==> config.mk <==
export PLATFORM = sky130hd
export DESIGN_NAME = text_window_line_writer_core_flat
export DESIGN_NICKNAME = d
export VERILOG_FILES = /design/src/design/twl_pkg.sv /design/src/design/twl_if.sv /design/src/design/twl_ram.sv /design/src/design/twl_cursor_store.sv /design/src/design/twl_result_reg.sv /design/src/design/text_window_line_writer_core.sv /design/src/flat_wrapper.sv
export SDC_FILE = /design/constraint.sdc
export NUM_CORES = 1
export LEC_CHECK = 0
export ABC_AREA = 1
export BUFFER_PORTS_ARGS = -buffer_cell sky130_fd_sc_hd__buf_4
export CAP_MARGIN = 25
export CORE_MARGIN = 4
export CORE_UTILIZATION = 40
export DETAILED_ROUTE_END_ITERATION = 8
export PLACE_DENSITY = 0.62
export RECOVER_POWER = 50
export SLEW_MARGIN = 20
export SYNTH_ARGS = -nofsm -noshare
export SYNTH_HDL_FRONTEND = slang
export SYNTH_SLANG_ARGS = --single-unit
==> constraint.sdc <==
create_clock -name clk -period 8.26 [get_ports clk]
set_clock_uncertainty 0.05 [all_clocks]
set_input_delay 2.065 -clock clk [delete_from_list [all_inputs] [get_ports clk]]
set_output_delay 2.065 -clock clk [all_outputs]
set_load 0.005 [all_outputs]
==> src/design/twl_pkg.sv <==
// twl_pkg: payload types and fixed codes for the text window line writer
// no dependencies; the interface, result register and core refer to it by scoped names
package twl_pkg;

    // one command transfer
    typedef struct packed {
        logic       func;
        logic [1:0] window;
        logic [7:0] char_code;
    } cmd_t;

    // one result transfer
    typedef struct packed {
        logic [1:0] kind;
        logic [1:0] out_window;
        logic [4:0] row;
        logic [4:0] column;
        logic [7:0] cell_char;
        logic       scroll_first;
        logic       last;
    } res_t;

    // command functions
    localparam logic FUNC_WRITE = 1'b0;
    localparam logic FUNC_CLEAR = 1'b1;

    // result kinds
    localparam logic [1:0] KIND_CELL    = 2'd0;
    localparam logic [1:0] KIND_CLEAR   = 2'd1;
    localparam logic [1:0] KIND_ADVANCE = 2'd2;

    // character codes
    localparam logic [7:0] CH_TAB   = 8'd9;
    localparam logic [7:0] CH_NL    = 8'd10;
    localparam logic [7:0] CH_SPACE = 8'd32;

    // tab stops every four columns
    localparam int TAB_STOP = 4;

endpackage

==> src/design/twl_if.sv <==
// twl_if: valid/ready channels for commands and results
// depends on twl_pkg for the payload types
interface twl_cmd_if;
    logic            valid;
    logic            ready;
    twl_pkg::cmd_t   data;

    modport source (output valid, output data, input ready);
    modport sink   (input valid, input data, output ready);
endinterface

interface twl_res_if;
    logic            valid;
    logic            ready;
    twl_pkg::res_t   data;

    modport source (output valid, output data, input ready);
    modport sink   (input valid, input data, output ready);
endinterface

==> src/design/twl_ram.sv <==
// twl_ram: generic single write port, single read port ram with registered read
// no dependencies
module twl_ram #(
    parameter int WIDTH  = 8,
    parameter int DEPTH  = 16,
    parameter int ADDR_W = (DEPTH > 1) ? $clog2(DEPTH) : 1
) (
    input  logic              clk,
    input  logic              we,
    input  logic [ADDR_W-1:0] waddr,
    input  logic [WIDTH-1:0]  wdata,
    input  logic              re,
    input  logic [ADDR_W-1:0] raddr,
    output logic [WIDTH-1:0]  rdata
);

    logic [WIDTH-1:0] mem [DEPTH];
    logic [WIDTH-1:0] rdata_reg;

    // write port
    always_ff @(posedge clk)
    begin
        if (we)
        begin
            mem[waddr] <= wdata;
        end
    end

    // registered read port
    always_ff @(posedge clk)
    begin
        if (re)
        begin
            rdata_reg <= mem[raddr];
        end
    end

    assign rdata = rdata_reg;

endmodule

==> src/design/twl_cursor_store.sv <==
// twl_cursor_store: per-window cursor row and pending count in a ram,
// with a valid bit per window so that an unwritten entry reads as zero
// depends on twl_ram
module twl_cursor_store #(
    parameter int WINDOWS = 4,
    parameter int ROW_W   = 5,
    parameter int CNT_W   = 6,
    parameter int IDX_W   = (WINDOWS > 1) ? $clog2(WINDOWS) : 1
) (
    input  logic             clk,
    input  logic             rst_n,
    input  logic             rd_en,
    input  logic [IDX_W-1:0] rd_addr,
    output logic [ROW_W-1:0] rd_row,
    output logic [CNT_W-1:0] rd_cnt,
    input  logic             wr_en,
    input  logic [IDX_W-1:0] wr_addr,
    input  logic [ROW_W-1:0] wr_row,
    input  logic [CNT_W-1:0] wr_cnt
);

    localparam int ENTRY_W = ROW_W + CNT_W;

    logic [WINDOWS-1:0]  valid_reg;
    logic                rd_valid_reg;
    logic [ENTRY_W-1:0]  ram_rdata;

    twl_ram #(
        .WIDTH  (ENTRY_W),
        .DEPTH  (WINDOWS),
        .ADDR_W (IDX_W)
    ) u_ram (
        .clk   (clk),
        .we    (wr_en),
        .waddr (wr_addr),
        .wdata ({wr_row, wr_cnt}),
        .re    (rd_en),
        .raddr (rd_addr),
        .rdata (ram_rdata)
    );

    // valid bits, cleared at reset, set on first write
    always_ff @(posedge clk or negedge rst_n)
    begin
        if (!rst_n)
        begin
            valid_reg    <= '0;
            rd_valid_reg <= 1'b0;
        end
        else
        begin
            if (wr_en)
            begin
                valid_reg[wr_addr] <= 1'b1;
            end
            if (rd_en)
            begin
                rd_valid_reg <= valid_reg[rd_addr];
            end
        end
    end

    // unwritten entries read as the reset value
    assign rd_row = rd_valid_reg ? ram_rdata[ENTRY_W-1:CNT_W] : '0;
    assign rd_cnt = rd_valid_reg ? ram_rdata[CNT_W-1:0] : '0;

endmodule

==> src/design/twl_result_reg.sv <==
// twl_result_reg: output register that holds one result until its transfer
// depends on twl_pkg and twl_if
module twl_result_reg (
    input  logic           clk,
    input  logic           rst_n,
    input  logic           load,
    input  twl_pkg::res_t  item,
    output logic           free,
    twl_res_if.source      res
);

    logic          valid_reg;
    twl_pkg::res_t data_reg;

    // register is free when empty or emptying this cycle
    assign free = !valid_reg || res.ready;

    always_ff @(posedge clk or negedge rst_n)
    begin
        if (!rst_n)
        begin
            valid_reg <= 1'b0;
        end
        else if (load)
        begin
            valid_reg <= 1'b1;
        end
        else if (res.ready)
        begin
            valid_reg <= 1'b0;
        end
    end

    always_ff @(posedge clk)
    begin
        if (load)
        begin
            data_reg <= item;
        end
    end

    assign res.valid = valid_reg;
    assign res.data  = data_reg;

endmodule

==> src/design/text_window_line_writer_core.sv <==
// Text window line writer: one command at a time. A printable character
// goes through a state ram lookup, then an update, before the next command
// can be taken; a tab writes its padding spaces one per cycle (up to 4),
// since the line buffer ram has one write port. A flush sends each cell
// through the line buffer's registered read port into the single output
// register, waiting while the output stalls. Clear and empty newline
// results are loaded from their own state. Cursor state lives in a small
// ram with a valid bit per window, so no clearing pass is needed after reset.
// depends on twl_pkg, twl_if, twl_ram, twl_cursor_store, twl_result_reg
module text_window_line_writer_core #(
    parameter int COLUMNS = 32,
    parameter int ROWS    = 24,
    parameter int WINDOWS = 4
) (
    input  logic       clk,
    input  logic       rst_n,
    twl_cmd_if.sink    cmd,
    twl_res_if.source  res
);

    localparam int ROW_W     = $clog2(ROWS);
    localparam int CNT_W     = $clog2(COLUMNS + 1);
    localparam int IDX_W     = (WINDOWS > 1) ? $clog2(WINDOWS) : 1;
    localparam int BUF_DEPTH = WINDOWS * COLUMNS;
    localparam int BUF_AW    = $clog2(BUF_DEPTH);

    localparam logic [CNT_W-1:0] CNT_FULL = CNT_W'(COLUMNS);
    localparam logic [CNT_W-1:0] TAB_MASK = CNT_W'(twl_pkg::TAB_STOP - 1);
    localparam logic [ROW_W-1:0] ROW_LAST = ROW_W'(ROWS - 1);

    // sequencer codes
    localparam logic [2:0] S_IDLE    = 3'd0;
    localparam logic [2:0] S_LOOK    = 3'd1;
    localparam logic [2:0] S_DECIDE  = 3'd2;
    localparam logic [2:0] S_TAB     = 3'd3;
    localparam logic [2:0] S_SINGLE  = 3'd4;
    localparam logic [2:0] S_FL_RD   = 3'd5;
    localparam logic [2:0] S_FL_WAIT = 3'd6;

    logic [2:0]       state_reg,  state_next;
    logic             func_reg,   func_next;
    logic [1:0]       win_reg,    win_next;
    logic [7:0]       ch_reg,     ch_next;
    logic [ROW_W-1:0] row_reg,    row_next;
    logic [CNT_W-1:0] n_reg,      n_next;
    logic [CNT_W-1:0] k_reg,      k_next;
    logic             scroll_reg, scroll_next;
    logic [1:0]       kind_reg,   kind_next;

    logic             cs_rd_en;
    logic [IDX_W-1:0] cs_rd_addr;
    logic [ROW_W-1:0] cs_rd_row;
    logic [CNT_W-1:0] cs_rd_cnt;
    logic             cs_wr_en;
    logic [IDX_W-1:0] cs_wr_addr;
    logic [ROW_W-1:0] cs_wr_row;
    logic [CNT_W-1:0] cs_wr_cnt;

    logic              buf_we;
    logic [BUF_AW-1:0] buf_waddr;
    logic [7:0]        buf_wdata;
    logic              buf_re;
    logic [BUF_AW-1:0] buf_raddr;
    logic [7:0]        buf_rdata;

    logic              res_load;
    logic              res_free;
    twl_pkg::res_t     res_item;

    logic [CNT_W-1:0]  n_inc;
    logic [CNT_W-1:0]  k_inc;
    logic [ROW_W-1:0]  row_adv;
    logic              at_last_row;
    logic              line_full;
    logic              cell_last;

    // buffer address of a cell in a window's line
    function automatic logic [BUF_AW-1:0] buf_addr(input logic [1:0] win,
                                                   input logic [CNT_W-1:0] idx);
        buf_addr = BUF_AW'(int'(win) * COLUMNS + int'(idx));
    endfunction

    twl_cursor_store #(
        .WINDOWS (WINDOWS),
        .ROW_W   (ROW_W),
        .CNT_W   (CNT_W),
        .IDX_W   (IDX_W)
    ) u_cursor (
        .clk     (clk),
        .rst_n   (rst_n),
        .rd_en   (cs_rd_en),
        .rd_addr (cs_rd_addr),
        .rd_row  (cs_rd_row),
        .rd_cnt  (cs_rd_cnt),
        .wr_en   (cs_wr_en),
        .wr_addr (cs_wr_addr),
        .wr_row  (cs_wr_row),
        .wr_cnt  (cs_wr_cnt)
    );

    twl_ram #(
        .WIDTH  (8),
        .DEPTH  (BUF_DEPTH),
        .ADDR_W (BUF_AW)
    ) u_line_buf (
        .clk   (clk),
        .we    (buf_we),
        .waddr (buf_waddr),
        .wdata (buf_wdata),
        .re    (buf_re),
        .raddr (buf_raddr),
        .rdata (buf_rdata)
    );

    twl_result_reg u_result (
        .clk   (clk),
        .rst_n (rst_n),
        .load  (res_load),
        .item  (res_item),
        .free  (res_free),
        .res   (res)
    );

    // commands are taken only between items
    assign cmd.ready = (state_reg == S_IDLE);

    // derived values of the current item
    assign n_inc       = n_reg + CNT_W'(1);
    assign k_inc       = k_reg + CNT_W'(1);
    assign at_last_row = (row_reg == ROW_LAST);
    assign row_adv     = (row_reg < ROW_LAST) ? row_reg + ROW_W'(1) : row_reg;
    assign line_full   = (n_inc == CNT_FULL);
    assign cell_last   = (k_inc == n_reg);

    assign cs_rd_addr = IDX_W'(cmd.data.window);
    assign cs_wr_addr = IDX_W'(win_reg);
    assign buf_waddr  = buf_addr(win_reg, n_reg);
    assign buf_raddr  = buf_addr(win_reg, k_reg);

    // sequencer
    always_comb
    begin
        state_next  = state_reg;
        func_next   = func_reg;
        win_next    = win_reg;
        ch_next     = ch_reg;
        row_next    = row_reg;
        n_next      = n_reg;
        k_next      = k_reg;
        scroll_next = scroll_reg;
        kind_next   = kind_reg;
        cs_rd_en    = 1'b0;
        cs_wr_en    = 1'b0;
        cs_wr_row   = row_reg;
        cs_wr_cnt   = '0;
        buf_we      = 1'b0;
        buf_wdata   = ch_reg;
        buf_re      = 1'b0;
        res_load    = 1'b0;
        res_item    = '0;

        case (state_reg)
            S_IDLE:
            begin
                // drop commands for windows that do not exist
                if (cmd.valid && (int'(cmd.data.window) < WINDOWS))
                begin
                    func_next  = cmd.data.func;
                    win_next   = cmd.data.window;
                    ch_next    = cmd.data.char_code;
                    cs_rd_en   = 1'b1;
                    state_next = S_LOOK;
                end
            end
            S_LOOK:
            begin
                row_next   = cs_rd_row;
                n_next     = cs_rd_cnt;
                state_next = S_DECIDE;
            end
            S_DECIDE:
            begin
                if (func_reg == twl_pkg::FUNC_CLEAR)
                begin
                    cs_wr_en    = 1'b1;
                    cs_wr_row   = '0;
                    row_next    = '0;
                    scroll_next = 1'b0;
                    kind_next   = twl_pkg::KIND_CLEAR;
                    state_next  = S_SINGLE;
                end
                else if (ch_reg == twl_pkg::CH_TAB)
                begin
                    state_next = S_TAB;
                end
                else if (ch_reg == twl_pkg::CH_NL)
                begin
                    cs_wr_en    = 1'b1;
                    cs_wr_row   = row_adv;
                    scroll_next = at_last_row;
                    k_next      = '0;
                    if (n_reg == '0)
                    begin
                        kind_next  = twl_pkg::KIND_ADVANCE;
                        state_next = S_SINGLE;
                    end
                    else
                    begin
                        state_next = S_FL_RD;
                    end
                end
                else
                begin
                    // literal character into the buffer
                    buf_we   = 1'b1;
                    cs_wr_en = 1'b1;
                    if (line_full)
                    begin
                        cs_wr_row   = row_adv;
                        n_next      = n_inc;
                        k_next      = '0;
                        scroll_next = at_last_row;
                        state_next  = S_FL_RD;
                    end
                    else
                    begin
                        cs_wr_cnt  = n_inc;
                        state_next = S_IDLE;
                    end
                end
            end
            S_TAB:
            begin
                // one padding space per cycle
                buf_we    = 1'b1;
                buf_wdata = twl_pkg::CH_SPACE;
                n_next    = n_inc;
                if (line_full)
                begin
                    cs_wr_en    = 1'b1;
                    cs_wr_row   = row_adv;
                    k_next      = '0;
                    scroll_next = at_last_row;
                    state_next  = S_FL_RD;
                end
                else if ((n_inc & TAB_MASK) == '0)
                begin
                    cs_wr_en   = 1'b1;
                    cs_wr_cnt  = n_inc;
                    state_next = S_IDLE;
                end
            end
            S_SINGLE:
            begin
                // clear or empty line advance result
                if (res_free)
                begin
                    res_load              = 1'b1;
                    res_item.kind         = kind_reg;
                    res_item.out_window   = win_reg;
                    res_item.row          = 5'(row_reg);
                    res_item.scroll_first = scroll_reg;
                    res_item.last         = 1'b1;
                    state_next            = S_IDLE;
                end
            end
            S_FL_RD:
            begin
                // fetch the next cell once the output register will be empty
                if (res_free)
                begin
                    buf_re     = 1'b1;
                    state_next = S_FL_WAIT;
                end
            end
            S_FL_WAIT:
            begin
                res_load              = 1'b1;
                res_item.kind         = twl_pkg::KIND_CELL;
                res_item.out_window   = win_reg;
                res_item.row          = 5'(row_reg);
                res_item.column       = 5'(k_reg);
                res_item.cell_char    = buf_rdata;
                res_item.scroll_first = scroll_reg && (k_reg == '0);
                res_item.last         = cell_last;
                if (cell_last)
                begin
                    state_next = S_IDLE;
                end
                else
                begin
                    k_next     = k_inc;
                    state_next = S_FL_RD;
                end
            end
            default:
            begin
                state_next = S_IDLE;
            end
        endcase
    end

    // control state
    always_ff @(posedge clk or negedge rst_n)
    begin
        if (!rst_n)
        begin
            state_reg <= S_IDLE;
        end
        else
        begin
            state_reg <= state_next;
        end
    end

    // item payload
    always_ff @(posedge clk)
    begin
        func_reg   <= func_next;
        win_reg    <= win_next;
        ch_reg     <= ch_next;
        row_reg    <= row_next;
        n_reg      <= n_next;
        k_reg      <= k_next;
        scroll_reg <= scroll_next;
        kind_reg   <= kind_next;
    end

`ifndef NO_ASSERTIONS
    // a cell read is issued only when the output register will be empty
    a_cell_slot_free: assert property (@(posedge clk) disable iff (!rst_n)
        state_reg == S_FL_WAIT |-> !res.valid)
        else $error("cell read landed on an occupied output register");

    // flush index stays inside the pending line
    a_flush_index: assert property (@(posedge clk) disable iff (!rst_n)
        (state_reg == S_FL_RD || state_reg == S_FL_WAIT) |-> (k_reg < n_reg))
        else $error("flush index beyond pending count");

    // tab padding never runs past the line
    a_tab_bound: assert property (@(posedge clk) disable iff (!rst_n)
        state_reg == S_TAB |-> (n_reg < CNT_FULL))
        else $error("tab padding past end of line");

    // stored cursor row stays on screen
    a_row_bound: assert property (@(posedge clk) disable iff (!rst_n)
        state_reg == S_DECIDE |-> (row_reg <= ROW_LAST))
        else $error("cursor row beyond last row");

    // the final cell of a flush returns the sequencer to idle
    a_flush_end: assert property (@(posedge clk) disable iff (!rst_n)
        (state_reg == S_FL_WAIT && cell_last) |=> (state_reg == S_IDLE))
        else $error("flush did not end after its last cell");
`endif

endmodule

==> src/flat_wrapper.sv <==
// flat-port wrapper written by rule: the top's interface ports become plain ports
module text_window_line_writer_core_flat 
#(
    parameter int COLUMNS = 32,
    parameter int ROWS    = 24,
    parameter int WINDOWS = 4
)
  (clk, rst_n, cmd_valid, cmd_data, cmd_ready, res_valid, res_data, res_ready);
  twl_cmd_if cmd_i ();
  twl_res_if res_i ();
  input  logic clk;
  input  logic rst_n;
  input wire logic [$bits(cmd_i.valid)-1:0] cmd_valid;
  input wire logic [$bits(cmd_i.data)-1:0] cmd_data;
  output wire logic [$bits(cmd_i.ready)-1:0] cmd_ready;
  output wire logic [$bits(res_i.valid)-1:0] res_valid;
  output wire logic [$bits(res_i.data)-1:0] res_data;
  input wire logic [$bits(res_i.ready)-1:0] res_ready;
  assign cmd_i.valid = cmd_valid;
  assign cmd_i.data = cmd_data;
  assign cmd_ready = cmd_i.ready;
  assign res_valid = res_i.valid;
  assign res_data = res_i.data;
  assign res_i.ready = res_ready;
  text_window_line_writer_core #(.COLUMNS(COLUMNS), .ROWS(ROWS), .WINDOWS(WINDOWS)) u_core (.clk(clk), .rst_n(rst_n), .cmd(cmd_i), .res(res_i));
endmodule
**Yosys cells after proc, flatten, opt, wreduce, memory -nomap -nowiden**

Memory sizes are Yosys's and may differ from the RTL's. A register that Yosys moved wholly into a read port is not among the register bits.
Cells that the tools add are included.

- Flip-flop bits (word level): 64
- Bits in writable memories: 1068
- Input port bits: 15
- Output and inout bits: 26
- Word-level logic and storage cells: 153
- Memories: 2

Memories:

| name | words | bits a word | rd ports | clocked after memory_dff | wr ports | line | source |
|---|---|---|---|---|---|---|---|
| u_core.u_line_buf.mem | 128 | 8 | 1 | 1 | 1 | twl_ram.sv:17 | `logic [WIDTH-1:0] mem [DEPTH];` |
| u_core.u_cursor.u_ram.mem | 4 | 11 | 1 | 1 | 1 | twl_ram.sv:17 |  |

- Add/subtract/negate cells: 5
- Order comparisons: 4
- Equal/unequal tests: 23
- Multiplexer cells: 77
- Bitwise gates (word level): 1
- Reduce and logical (&&, ||, !) cells: 22

Operators by type and width:

| kind | number |
|---|---|
| $mux W6 | 16 |
| $pmux W6 S3 | 2 |
| $mux W5 | 7 |
| $mux W3 | 10 |
| $mux W1 | 24 |
| $pmux W3 S7 | 1 |
| $pmux W5 S2 | 2 |
| $logic_not A6 Y1 | 3 |
| $pmux W9 S2 | 1 |
| $eq A8 B4 Y1 const B | 2 |
| $add A7 B6 Y7 | 2 |
| $add A6 B1 Y6 const B | 2 |
| $pmux W6 S2 | 1 |
| $reduce_and A4 Y1 | 3 |
| $ne A2 B1 Y1 const B | 5 |
| $ne A2 B2 Y1 const B | 5 |
| $reduce_bool A2 Y1 | 5 |
| $eq A3 B3 Y1 const B | 3 |
| $mux W9 | 1 |
| $mux W2 | 4 |
| $mux W8 | 1 |
| $pmux W1 S2 | 4 |
| $eq A3 B2 Y1 const B | 2 |
| $eq A6 B6 Y1 | 1 |
| other kinds (20) | 25 |

**Depth between registers and ports, before layout**

- Depth in word-level cells: 7
- Mapped depth: 17

**Hierarchy**

A second synthesis with hierarchy kept.

- Cells, all modules: 4210
- Area, all modules: 48127.4 µm²

By module, submodules not included:

| module | instances | cells an instance | area an instance (µm²) | sequential area each (µm²) |
|---|---|---|---|---|
| twl_ram at u_core.u_line_buf | 1 | 3575 | 42184.2 | 30989.7 |
| text_window_line_writer_core | 1 | 362 | 2642.5 | 1006.0 |
| twl_ram at u_core.u_cursor.u_ram | 1 | 191 | 2218.4 | 1651.6 |
| twl_result_reg | 1 | 29 | 765.7 | 745.7 |
| twl_cursor_store | 1 | 53 | 316.6 | 125.1 |

**Worst setup path after synthesis**

Ideal clock, no wire load.

- Kind: flip-flop to flip-flop
- From: register u_core.state_reg[1]
- To: memory u_core.u_line_buf.mem[0][0], data pin
- Setup time: 798 ps
- Arrival: 3807 ps
- Path slack: 3606 ps
- Cell stages (with the launch flop): 5
- Period minus slack after synthesis: 4654 ps
- Cell sequence: dfrtp_1 -> nand2_2 -> nor2_2 -> clkbuf_1 -> nor2_1

- Cells in the longest elaborated chain, start to end: 2

Ends and longest elaborated chain:

| element | line | source |
|---|---|---|
| from (decl) | text_window_line_writer_core.sv:40 | `logic [2:0] state_reg, state_next;` |
| from (signal assigned) | text_window_line_writer_core.sv:312 | `state_reg <= state_next;` |
| $eq A3 B2 Y1 | text_window_line_writer_core.sv:162 | `case (state_reg)` |
| $mux W8 | text_window_line_writer_core.sv:162 |  |
| via u_core.buf_wdata[0] | text_window_line_writer_core.sv:61 | `logic [7:0] buf_wdata;` |
| to (decl) | twl_ram.sv:17 |  |

The timed path passes the listed nets, and every way through them passes these cells.

**Worst setup path after layout**

- From: register u_core.state_reg[2]
- To: memory u_core.u_line_buf.mem[22][0] (netlist: u_core.u_line_buf.mem[11][0]), data pin

The elaborated chain is that of the path after synthesis.

==> impl_metrics.yaml <==
outcome:
  outcome: "finished, violations left"
  violations: "capacitance limit, slew limit"
placed_design:
  place_congestion: 0.854
  port-buffer-count: 40
  dp_slack_ps: 3770
  place_area_um2: 49900
  dpl.hpwl_um: 73800
timing:
  finalHoldViolations: 0
  finalSetupViolations: 0
  slew_viol_final: 726
  layout_setup_ws_ps: 2430
  holdWs_ps: 411
  rsz0062_at_grt: "false"
  fin_setup_tns_ps: 0
  worstMarginPinSlew_ps: 3550
  max_freq_mhz: 172
  post-route-period-util_pct: 70.6
  period_needed_ps: 5830
  slew_headroom_pct: -137
critical_path:
  cp.arrival_ps: 5980
  worstPathCellList: "inv_1, nand2_1, nor2_2, clkbuf_1, nor2_4, clkbuf_1, clkbuf_2"
  cpMaxStageDelayCell: "clkbuf_1"
  startpoint_type: "flop"
  required_ps: 8400
  cp_common_cell: "clkbuf_1"
  crit_family: "buffers and inverters"
  endpoint_kind: "flop"
  cp.buffers_inverters: 4
  worst-setup-path-type: "reg -> reg"
  cp_max_fo: 81
  slowest_delay_ps: 1860
power_and_ir_drop:
  ir_worst_vdd_v: 0.000238
  p_leak_uw: 0.0194
  cellPowerDensity_nw_per_um2: 342
synthesis:
  synth.distinct_cells: 36
  yosysSeqAreaShare_pct: 71.6
  synth_area_leaders: "edfxtp_1 71%, nand2_1 11%, nand3_1 5.1%"
  synth-edff-count: 1142
  synth.top_cell.area_share_pct: 71.1
  synthCells: 4383
  netlist_area_um2: 48200
  yosysWarnings: 0
  post-synth-top-count-cell: "nand2_1"
  ys.flop_type: "edfxtp_1"
  synthTopCellsByCount: "1,396 x nand2_1, 1,142 x edfxtp_1, 578 x nor2_1"
  synth_area_per_cell_um2: 11.0
  synth-async-reset-ratio_pct: 0.782
  ys_seq_elements: 1151
  postSynthNetCount: 4406
  yosys.area.top_type: "edfxtp_1"
grt:
  grt_pass1_wl_um: 192000
  grt_overflow_total: 0
  antenna_found_initial: 2
  grtUsageTotal_pct: 19.9
  grt_max_degree: 219
  grt_pass1_vias: 29900
min_path:
  hold_class: "reg -> reg"
final_layout:
  largest_reg_flops: 1024
  final_util_pct: 44.6
  layout.nets: 4369
  area_growth_pct: 10.7
  fin_area_um2: 53400
  final_layout_size_suffix_gt1_share_pct: 6.01
clock_tree:
  numCtsBuffers: 112
  cts_root_buffer: "clkbuf_16"
  htreeDepth: 3
  cts_hold_buf: 0
  clk_pin_slew_worst_paths_ps: 60
  clockBufferDepth: 3
  clock_sinks: 1151
  post_cts_buffers: 0
  cts_tree: "yes"
  clock_latency_ps: 700
  cts_resized: 0
detailed_routing:
  wire_per_inst_um: 21.2
  route.detailed.drc: 0
  drt_iter0_drc: 3873
  first_pass_iters: 7
  postRouteAntennaNets: 0
  vias_per_cell: 5.28
  routed_wl_um: 129000
  num_vias: 32000
die:
  start_util_pct: 40.3
  die-height_um: 355
  core_area_um2: 120000
  die_x_um: 355
  rows: 127
  ioPinCount: 41
  die-area_um2: 126000
job:
  maxCapViolations: 15
area by class of cell:
cell class              count  area (um2)
inverters                 187         722
clock inverters            78         727
flip-flops and latches   1151       34500
repair buffers             89         617
diodes                      1        2.50
well taps                1612        2020
clock buffers             134        2950
fillers                 11000       66400
multi-input cells        2805       11800
routing by layer:
| metal | share of wire (%) | GRT usage, % | vias to the layer above | wire length [um] |
|---|---|---|---|---|
| met5 | 0 | 0 | - | 0 |
| met2 | 46 | 30.9 | 1337 | 59500 |
| met1 | 43 | 28.9 | 15700 | 55000 |
| li1 | - | - | 14800 | - |
| met4 | 2.6 | 6.20 | 0 | 3380 |
| met3 | 8.3 | 2.98 | 162 | 10700 |
metrics by stage:
stage,total power [uW],std cells
after global routing,19100,6056
final,18200,6057
after floorplan,11100,4383
after global placement,13100,5840
after CTS,18200,6054
after detailed placement,13100,5842
kinds of logic after synthesis:
logic type / count (synthesis) / share of synthesized area (%)
AOI/OAI and AO/OA: 283 / 3.13
buffers and inverters: 427 / 3.92
adders and majority gates: 8 / 0.208
xor gates and xnor gates: 4 / 0.0727
muxes: 1 / 0.0233
and+or+nand+nor: 2509 / 21.1
DFF: 1151 / 71.6
report_power, final:
part	leakage, uW	total (uW)	internal (uW)	switching [uW]
combinational	0.00720	5690	1290	4390
sequential	0.0104	7410	7270	146
clock	0.00180	5150	2950	2200
worst reg2reg max path: cells and delay by family (launching register included):
kind	cells	cell delay [ps]
DFF	1	360
buffers and inverters	4	4120
and+or+nand+nor	3	680
cells in the final DEF, fill, tap and decap left out, types with 2 or more instances in the layout:
cell type / instances
buf_12: 4
nand3_1: 487
dfrtp_1: 9
inv_2: 2
bufinv_16: 13
clkbuf_16: 113
o21ai_0: 160
clkbuf_4: 25
nor2_1: 574
nand2_2: 8
clkinv_1: 24
nor3_1: 16
clkbuf_2: 3
o211ai_1: 27
clkbuf_1: 44
inv_6: 4
xor2_1: 3
inv_1: 181
ha_1: 8
nand2_1: 1398
clkinv_2: 30
a21oi_1: 77
or2_2: 6
clkinvlp_4: 8
nor2_2: 3
buf_4: 29
nand3b_1: 2
edfxtp_1: 1142
nand4_1: 5
clkbuf_8: 4
o22ai_1: 16
nor2_4: 7
path summary, 6_finish.rpt:
kind	from	endpoint	slack [ps]	depth (start not counted)
hold / removal	u_core.u_cursor.valid_reg[2]$_DFFE_PN0P_	u_core.u_cursor.valid_reg[2]$_DFFE_PN0P_	410	1
max in group asynchronous	rst_n	u_core.u_cursor.valid_reg[1]$_DFFE_PN0P_	6400	1
min in group asynchronous	rst_n	u_core.u_result.res.valid$_DFFE_PN0P_	1330	1
hold reg to reg	u_core.u_cursor.valid_reg[2]$_DFFE_PN0P_	u_core.u_cursor.valid_reg[2]$_DFFE_PN0P_	410	1
setup reg to reg	u_core.state_reg[2]$_DFFE_PN0P_	u_core.u_line_buf.mem[11][0]$_DFFE_PP_	2430	7
setup / recovery	u_core.state_reg[2]$_DFFE_PN0P_	u_core.u_line_buf.mem[11][0]$_DFFE_PP_	2430	7
Power figures use the tool's default switching activity.
